**config.mk**
```make
export PLATFORM = sky130hd
export DESIGN_NAME = sra_isqrt
export DESIGN_NICKNAME = d
export VERILOG_FILES = /design/src/rtl/sra_pkg.sv /design/src/rtl/sra_isqrt.sv
export SDC_FILE = /design/constraint.sdc
export NUM_CORES = 2
export LEC_CHECK = 0
export CAP_MARGIN = 20
export CORE_ASPECT_RATIO = 1.75
export CORE_MARGIN = 5
export CORE_UTILIZATION = 50
export DETAILED_ROUTE_END_ITERATION = 7
export DONT_BUFFER_PORTS = 1
export SLEW_MARGIN = 20
export SYNTH_ARGS = -nofsm -noshare
export SYNTH_HDL_FRONTEND = slang
export SYNTH_SLANG_ARGS = --single-unit
```
**constraint.sdc**
```tcl
create_clock -name clk_i -period 4.7 [get_ports clk_i]
set_input_delay 0.47 -clock clk_i [delete_from_list [all_inputs] [get_ports clk_i]]
set_output_delay 0.47 -clock clk_i [all_outputs]
set_load 0.02 [all_outputs]
```
**src/rtl/sra_pkg.sv**
```systemverilog
package sra_pkg;

  localparam int ANGLE_BITS_DEF    = 32;
  localparam int CORDIC_STAGES_DEF = 30;

  // Q4.30 sines and cosines; sums keep 30 fraction bits
  localparam int FRAC     = 30;
  localparam int TRIG_W   = 34;
  localparam int NUM_W    = 36;
  // square root of a Q1.60 radicand, one result bit a step
  localparam int RAD_W    = 61;
  localparam int ROOT_W   = 31;
  localparam int SQ_STEPS = 31;
  localparam int SQ_W     = 63;

  localparam logic [63:0] INV_TWO_PI_Q64 = 64'h28BE60DB9391054A;

  localparam logic REG_LAT = 1'b0;
  localparam logic REG_LON = 1'b1;

  typedef struct packed {
    logic [31:0] gha;
    logic [31:0] lha;
  } sra_hour_t;

  typedef struct packed {
    sra_hour_t hour;
    logic      flip_d;
    logic      flip_l;
    logic      flip_h;
  } sra_rot_tag_t;

  typedef struct packed {
    sra_hour_t          hour;
    logic signed [31:0] s;
    logic signed [35:0] n;
  } sra_alt_tag_t;

  typedef struct packed {
    sra_hour_t          hour;
    logic [30:0]        c;
    logic signed [31:0] s;
    logic signed [31:0] ncl;
    logic               deg;
  } sra_azi_tag_t;

  typedef struct packed {
    sra_hour_t hour;
    logic      deg;
    logic      base;
  } sra_vec_tag_t;

  function automatic logic [63:0] mul_high(input logic [63:0] a, input logic [63:0] b);
    logic [63:0] al, ah, bl, bh, ll, lh, hl, hh, mid;
    al  = {32'd0, a[31:0]};
    ah  = {32'd0, a[63:32]};
    bl  = {32'd0, b[31:0]};
    bh  = {32'd0, b[63:32]};
    ll  = al * bl;
    lh  = al * bh;
    hl  = ah * bl;
    hh  = ah * bh;
    mid = (ll >> 32) + {32'd0, lh[31:0]} + {32'd0, hl[31:0]};
    return hh + (lh >> 32) + (hl >> 32) + (mid >> 32);
  endfunction

  // restoring division, one quotient bit a step
  function automatic logic [63:0] udiv(input logic [63:0] num, input logic [63:0] den);
    logic [63:0] q;
    logic [64:0] r;
    q = '0;
    r = '0;
    for (int i = 63; i >= 0; i--) begin
      r = {r[63:0], num[i]};
      if (r >= {1'b0, den}) begin
        r    = r - {1'b0, den};
        q[i] = 1'b1;
      end
    end
    return q;
  endfunction

  // arctangent of 2^-idx as a binary angle of ab bits, rounded to nearest
  function automatic logic [63:0] atan_entry(input int idx, input int ab);
    logic [63:0] acc;
    logic [63:0] term;
    logic [63:0] t;
    int          p;
    acc = '0;
    t   = '0;
    if (idx == 0) begin
      t = 64'd1 << (ab - 3);
    end else begin
      for (int k = 0; k < 63; k++) begin
        p = idx * (2 * k + 1);
        if (p <= 62) begin
          term = udiv(64'd1 << (62 - p), 64'(2 * k + 1));
          if ((k & 1) == 1) acc = acc - term;
          else acc = acc + term;
        end
      end
      t = mul_high(acc, INV_TWO_PI_Q64);
      t = (t + (64'd1 << (61 - ab))) >> (62 - ab);
    end
    return t;
  endfunction

  // reciprocal of the rotation gain, Q2.30
  function automatic longint inv_gain(input int ab, input int stages);
    longint x, y, z, dx, dy, a;
    x = longint'(1) <<< FRAC;
    y = 0;
    z = 0;
    for (int i = 0; i < stages; i++) begin
      dx = y >>> i;
      dy = x >>> i;
      a  = longint'(atan_entry(i, ab));
      if (z >= 0) begin
        x = x - dx; y = y + dy; z = z - a;
      end else begin
        x = x + dx; y = y - dy; z = z + a;
      end
    end
    return longint'(udiv((64'd1 << (2 * FRAC)) + 64'(x >>> 1), 64'(x)));
  endfunction

  function automatic logic [63:0] to_internal(input logic [31:0] u, input int ab);
    return {u, 32'd0} >> (64 - ab);
  endfunction

  // round half up to 32 bits, modulo one turn
  function automatic logic [31:0] to_field(input logic [63:0] a, input int ab);
    logic [63:0] w;
    w = (a << (64 - ab)) + 64'h0000_0000_8000_0000;
    return w[63:32];
  endfunction

endpackage

```
**src/rtl/sra_isqrt.sv**
```systemverilog
module sra_isqrt #(
  parameter int TAG_W = 1
) (
  input  logic                         clk_i,
  input  logic                         rst_ni,
  input  logic                         valid_i,
  input  logic [sra_pkg::RAD_W-1:0]    rad_i,
  input  logic [TAG_W-1:0]             tag_i,
  output logic                         valid_o,
  output logic [sra_pkg::ROOT_W-1:0]   root_o,
  output logic [TAG_W-1:0]             tag_o
);

  localparam int N  = sra_pkg::SQ_STEPS;
  localparam int SW = sra_pkg::SQ_W;

  logic          v_q   [N];
  logic [SW-1:0] n_q   [N];
  logic [SW-1:0] r_q   [N];
  logic [TAG_W-1:0] tag_q [N];

  always_ff @(posedge clk_i or negedge rst_ni) begin
    if (!rst_ni) begin
      for (int i = 0; i < N; i++) v_q[i] <= 1'b0;
    end else begin
      for (int i = 0; i < N; i++) v_q[i] <= (i == 0) ? valid_i : v_q[i-1];
    end
  end

  // one result bit a stage, trial bit walking down two places each step
  always_ff @(posedge clk_i) begin
    logic [SW-1:0] na, ra, b;
    for (int i = 0; i < N; i++) begin
      if (i == 0) begin
        na = SW'(rad_i); ra = '0;
        tag_q[i] <= tag_i;
      end else begin
        na = n_q[i-1]; ra = r_q[i-1];
        tag_q[i] <= tag_q[i-1];
      end
      b = SW'(1) << (sra_pkg::RAD_W - 1 - 2 * i);
      if (na >= ra + b) begin
        n_q[i] <= na - (ra + b);
        r_q[i] <= (ra >> 1) + b;
      end else begin
        n_q[i] <= na;
        r_q[i] <= ra >> 1;
      end
    end
  end

  assign valid_o = v_q[N-1];
  assign root_o  = r_q[N-1][sra_pkg::ROOT_W-1:0];
  assign tag_o   = tag_q[N-1];

endmodule
```
=== After elaboration in Yosys (flattened, before gate mapping) ===
Memory sizes are Yosys's and may differ from the RTL's.
Cells that the tools add are included.

* Bits in registers: 31
* Latch bits: 0
* RAM bits: 3937
* ROM bits: 0
* Input bits: 65
* Output and inout port bits: 33
* Word-level logic and storage cells: 373
* Memories: 3

* Add/subtract/negate cells: 91
* $mul: 0
* Divide/modulo/power cells: 0
* Order comparisons: 31
* Eq/ne operators: 0
* Shift operators: 0
* Multiplexer cells: 155
* Bitwise logic cells: 62
* Reduce and logical (&&, ||, !) cells: 0

{| class="wikitable"
|+ Memories
! name !! depth !! bits a word !! read ports !! clocked after Yosys merged registers in !! wr ports !! line !! source
|-
| n_q || 31 || 63 || 30 || 0 || 31 || sra_isqrt.sv:18 || <nowiki>logic [SW-1:0] n_q [N];</nowiki>
|-
| r_q || 31 || 63 || 31 || 0 || 31 || sra_isqrt.sv:19 || <nowiki>logic [SW-1:0] r_q [N];</nowiki>
|-
| tag_q || 31 || 1 || 31 || 0 || 31 || sra_isqrt.sv:20 || <nowiki>logic [TAG_W-1:0] tag_q [N];</nowiki>
|}

{| class="wikitable"
|+ Operators by type and width
! cell !! number
|-
| $mux W63 || 62
|-
| $ge A63 B63 Y1 || 30
|-
| $sub A63 B63 Y63 || 30
|-
| $mux W1 || 93
|-
| $add A62 B1 Y63 const B || 1
|-
| $add A62 B11 Y63 const B || 1
|-
| $add A62 B13 Y63 const B || 1
|-
| $add A62 B15 Y63 const B || 1
|-
| $add A62 B17 Y63 const B || 1
|-
| $add A62 B19 Y63 const B || 1
|-
| $add A62 B21 Y63 const B || 1
|-
| $add A62 B23 Y63 const B || 1
|-
| $add A62 B25 Y63 const B || 1
|-
| $add A62 B27 Y63 const B || 1
|-
| $add A62 B29 Y63 const B || 1
|-
| $add A62 B3 Y63 const B || 1
|-
| $add A62 B31 Y63 const B || 1
|-
| $add A62 B33 Y63 const B || 1
|-
| $add A62 B35 Y63 const B || 1
|-
| $add A62 B37 Y63 const B || 1
|-
| $add A62 B39 Y63 const B || 1
|-
| $add A62 B41 Y63 const B || 1
|-
| $add A62 B43 Y63 const B || 1
|-
| $add A62 B45 Y63 const B || 1
|-
| 43 further kinds || 104
|}

=== Longest topological paths before layout ===
* Depth after elaboration: 5
* Depth in mapped cells: 15

=== Worst setup path after synthesis ===
Ideal clock, no wire load.

* Kind: reg-to-reg
* From: mem r_q[0][975] (netlist bit)
* To: mem n_q[1][54] (netlist bit)
* Setup time: 0.114 ns
* Arrival: 3.365 ns
* Data required time: 4.586 ns
* Slack: 1.221 ns
* Stages on the path, launching flop included: 12
* Path buffers: 0
* Period minus slack after synthesis: 3.479 ns
* Cell sequence: dfxtp_1 > inv_1 > ha_1 > o21a_1 > nor4_1 > o31ai_1 > a2111oi_0 > nor3_1 > a2111oi_4 > a2111oi_1 > or3b_2 > a21o_1

{| class="wikitable"
|+ RTL lines
! element !! line
|-
| from (decl) || sra_isqrt.sv:19
|-
| to (decl) || sra_isqrt.sv:18
|}

==> reports/summary.md <==
The number of antenna violations at the first check in global routing came out at 9. The worst setup path is captured at a flip-flop. Dividing total power by cell area gives a power density of 575 mW/mm^2. After routing the design area is 0.104 mm^2.

The hold path depth came out at 1. Setup repair after global routing left no endpoint under its margin. Summing the sequential cell areas from Yosys gives 53.0% of the chip area. The total overflow left after global routing is 0.

The run finished with clean final reports. Based on the critical path, the design can be clocked at up to 0.229 GHz. For the worst setup path, the data required time is 5410 ps. Slowest cell on the critical path: sky130_fd_sc_hd__nor4_1. The count of nets left with antenna violations once routing finished came out at 0. The final setup TNS was 0 ps. Commonest register cell after synthesis: sky130_fd_sc_hd__dfxtp_1.

The share of layout cells above drive strength 1 was 6.52%. The number of setup buffers added after CTS is 0. The hold-critical path endpoint is n_q[0][55]$_DFF_P_. The worst setup path startpoint was r_q[1][772]$_DFF_P_.

The share of the clock period used by the worst path is 92.7%, and the critical path arrival is 5070 ps. In this run the register-to-register setup slack is 340 ps. In the routed design, unresolved DRC markers number 0. In this run the most critical hold path is launched from rad_i[55].

Clock tree synthesis found a total of 2,447 sinks. Entering global routing, the biggest net connects 57 pins. The run gives 0 as the final count of pins violating max slew. The synthesized design spends more area on one cell type than any other, namely sky130_fd_sc_hd__dfxtp_1.

The total number of vias was 66.4k. Setup violations remaining at the end of the flow were counted as 0. VDD sags by at most 0.000456 V. CTS built an H-tree with a depth of 4.

The post-cts sizing count was 0; the die footprint was 0.194 mm^2. The first global-routing pass estimated 395 mm of wire. TritonCTS built the clock tree. The cell count after synthesis came out at 9,298. Overall die height: 580 um. The library cells used most frequently in the layout, excluding fill and tap cells, are sky130_fd_sc_hd__dfxtp_1 (2,416), sky130_fd_sc_hd__inv_1 (664), sky130_fd_sc_hd__nand2_1 (620).

The tools report the largest clock skew in the final design as 155 ps. The biggest fanout along the worst timing path was 11. The root buffer selected by CTS is sky130_fd_sc_hd__clkbuf_16. In the final routed layout, each cell accounts on average for 21.6 um.

The per-cell via count in the routed design is 5.48, and the mean area per synthesized cell is 9.97 um^2. The worst register-to-register path begins at r_q[1][772]$_DFF_P_. Global routing consumed, over all layers together, 26.3% of the routing resources. Measured against its own limit, the worst slew margin works out to 26.5%. Detailed placement ended at an HPWL of 209 mm. The later pin in the worst-skew pair is clocked with a latency of 950 ps. The combined area of all synthesized cells was 0.0927 mm^2. Count of flip-flops with a built-in enable after synthesis: 0. The synthesized netlist contains 94 unique library cells. For this run, asynchronously set or reset flops after synthesis account for 1.27%.

The tool flagged a number of max-cap violations equal to 0. The routed design has 261 mm of wire. The clock period minus worst slack works out to 4360 ps.

The tools report the leakage dissipation as 47.0 nW. For the maximum clock path buffer count, the log shows 4. The region available for standard cell placement spans 0.185 mm^2. The final core area utilization was 56.2%. The number of buffer and inverter stages on the critical path came out at 2. The depth of the worst register-to-register path is 12, and the first-pass iteration count of the detailed router is 5. The actual slew at the worst max-slew pin is 1090 ps, and the top-area cell type share of the netlist area is 52.2%. The critical path is of the reg2reg type. After synthesis the netlist holds a flip-flop and latch count of 2,447. The tools report the kind of start point of the critical path as a flip-flop. The critical path goes through inv_1, ha_1, nand4_1, nor4_1, nand4_1, buf_4, nor4_1, nor4b_1, o41a_1, a221o_1, or4_1, xnor2_1. The run gives 68 as the hold buffer count at CTS. On the worst path, the slowest cell contributes a delay of 680 ps.

The path category of the worst min-delay check is in2reg. During synthesis, Yosys emitted a total of 0 warnings. The area growth from synthesis to layout is 12.0%.

During I/O placement, the number of pins put on the boundary was 98. After clock tree synthesis, the clock-pin slew on the worst setup and hold paths is 80 ps. The die is 335 um wide.

The logs give 218 for the number of buffers added by the clock tree synthesis step and 1.01 for the weighted congestion reported at the end of routability-driven placement. Yosys attributes the largest share of cell area to sky130_fd_sc_hd__dfxtp_1 (52%), sky130_fd_sc_hd__ha_1 (7.1%), sky130_fd_sc_hd__xnor2_1 (4.2%), sky130_fd_sc_hd__xor2_1 (3.7%), sky130_fd_sc_hd__a21oi_1 (2.9%). The total number of placement rows is 209.

The most common cell after layout, fill and taps aside is sky130_fd_sc_hd__dfxtp_1. Kind of cell with the highest combined delay on the critical path: simple AND/OR/NAND/NOR gates. The worst register-to-register path ends at n_q[1][879]$_DFF_P_. For this configuration, the core starts out at a cell density of 50.1%. Port buffering added 0 buffers.

The final layout contains 10.1k nets. The total count of hold-check failures in the final report was 0; the number of DRC markers after the initial detailed-route iteration was 3,089. The placed instances occupy a cell area of 0.0959 mm^2. The number of global-route vias before repair is 69.9k.
[state kept, by name (all words and copies together), names as in the netlist]
name and count:
v_q 30, tag_q 31, valid_o 1, r_q 496
n_q 1889
[power breakdown]
part	switching [mW]	leakage (nW)	internal [mW]
combinational	7.20	22.9	5.52
sequential	4.01	20.6	25.0
clock	7.66	3.50	10.3
total	18.9	47.0	40.8
[cells in the mapped netlist (all sizes together), types with 32 or more instances]
| master | number |
|---|---|
| dfxtp | 2416 |
| nor4b | 43 |
| nand4 | 145 |
| mux2 | 61 |
| xor2 | 396 |
| nor2 | 598 |
| or3 | 104 |
| a31oi | 53 |
| nor4 | 343 |
| nor3 | 253 |
| nor2b | 76 |
| nor3b | 32 |
| and2 | 38 |
| nand3b | 37 |
| or2 | 45 |
| and3 | 54 |
| a21o | 202 |
| o31ai | 51 |
| clkbuf | 157 |
| nand2 | 620 |
| o21a | 106 |
| nand3 | 145 |
| nand2b | 110 |
| buf | 63 |
| or4 | 74 |
| ha | 523 |
| xnor2 | 441 |
| o211ai | 37 |
| inv | 666 |
| a211oi | 46 |
| o21ai | 435 |
| o21bai | 40 |
| a21oi | 540 |
[metrics by stage]
| step | setup WS (ps) | hold WS, ps | std cells | power (mW) |
|---|---|---|---|---|
| floorplan | 1220 | 174 | 9299 | 37.2 |
| global placement | 545 | 176 | 11634 | 41.8 |
| detailed placement | 488 | 176 | 11634 | 41.9 |
| CTS | 408 | 0.109 | 12079 | 60.1 |
| global route | 151 | 33.4 | 12103 | 62.7 |
| finish | 342 | 60.4 | 12103 | 59.7 |
[cells by family after synthesis]
| logic type | count (synthesis) | share of synthesized area [%] |
|---|---|---|
| AO/OA/AOI/OAI | 1742 | 11.8 |
| adder cells (fa/ha/maj) | 523 | 7.06 |
| multiplexers | 72 | 0.860 |
| flip-flops | 2447 | 53.0 |
| AND/OR/NAND/NOR | 2790 | 15.6 |
| buffers and inverters | 886 | 3.75 |
| other | 1 | 0.00405 |
| XOR/XNOR | 837 | 7.91 |
[area by class of cell]
type	instances	area [um^2]
Inverter	666	2500
Antenna cell	24	60.1
Timing Repair Buffer	197	1740
Clock buffer	288	6060
Multi-Input combinational cell	5966	40100
Tap cell	2426	3040
Clock inverter	89	1120
Sequential cell	2447	49100
Fill cell	16238	81100
[layer usage]
metal  part of all wire (%)  wire [um]  up-vias  track usage, %
met5                 0.0050         13        -               0
met2                     58     151000     1415            55.2
met3                    2.8       7240      789            2.88
met4                    8.6      22400        2            19.1
met1                     31      81100    31395            21.9
li1                       -          -    32771               -
[worst max path at each step]
stage | to | cells past startpoint
CTS | n_q[1][879]$_DFF_P_ | 12
floorplan | n_q[1][54]$_DFF_P_ | 11
global route | n_q[1][879]$_DFF_P_ | 12
global placement | n_q[1][54]$_DFF_P_ | 11
detailed placement | n_q[1][879]$_DFF_P_ | 12
finish | n_q[1][879]$_DFF_P_ | 12
Power figures use the tool's default switching activity.
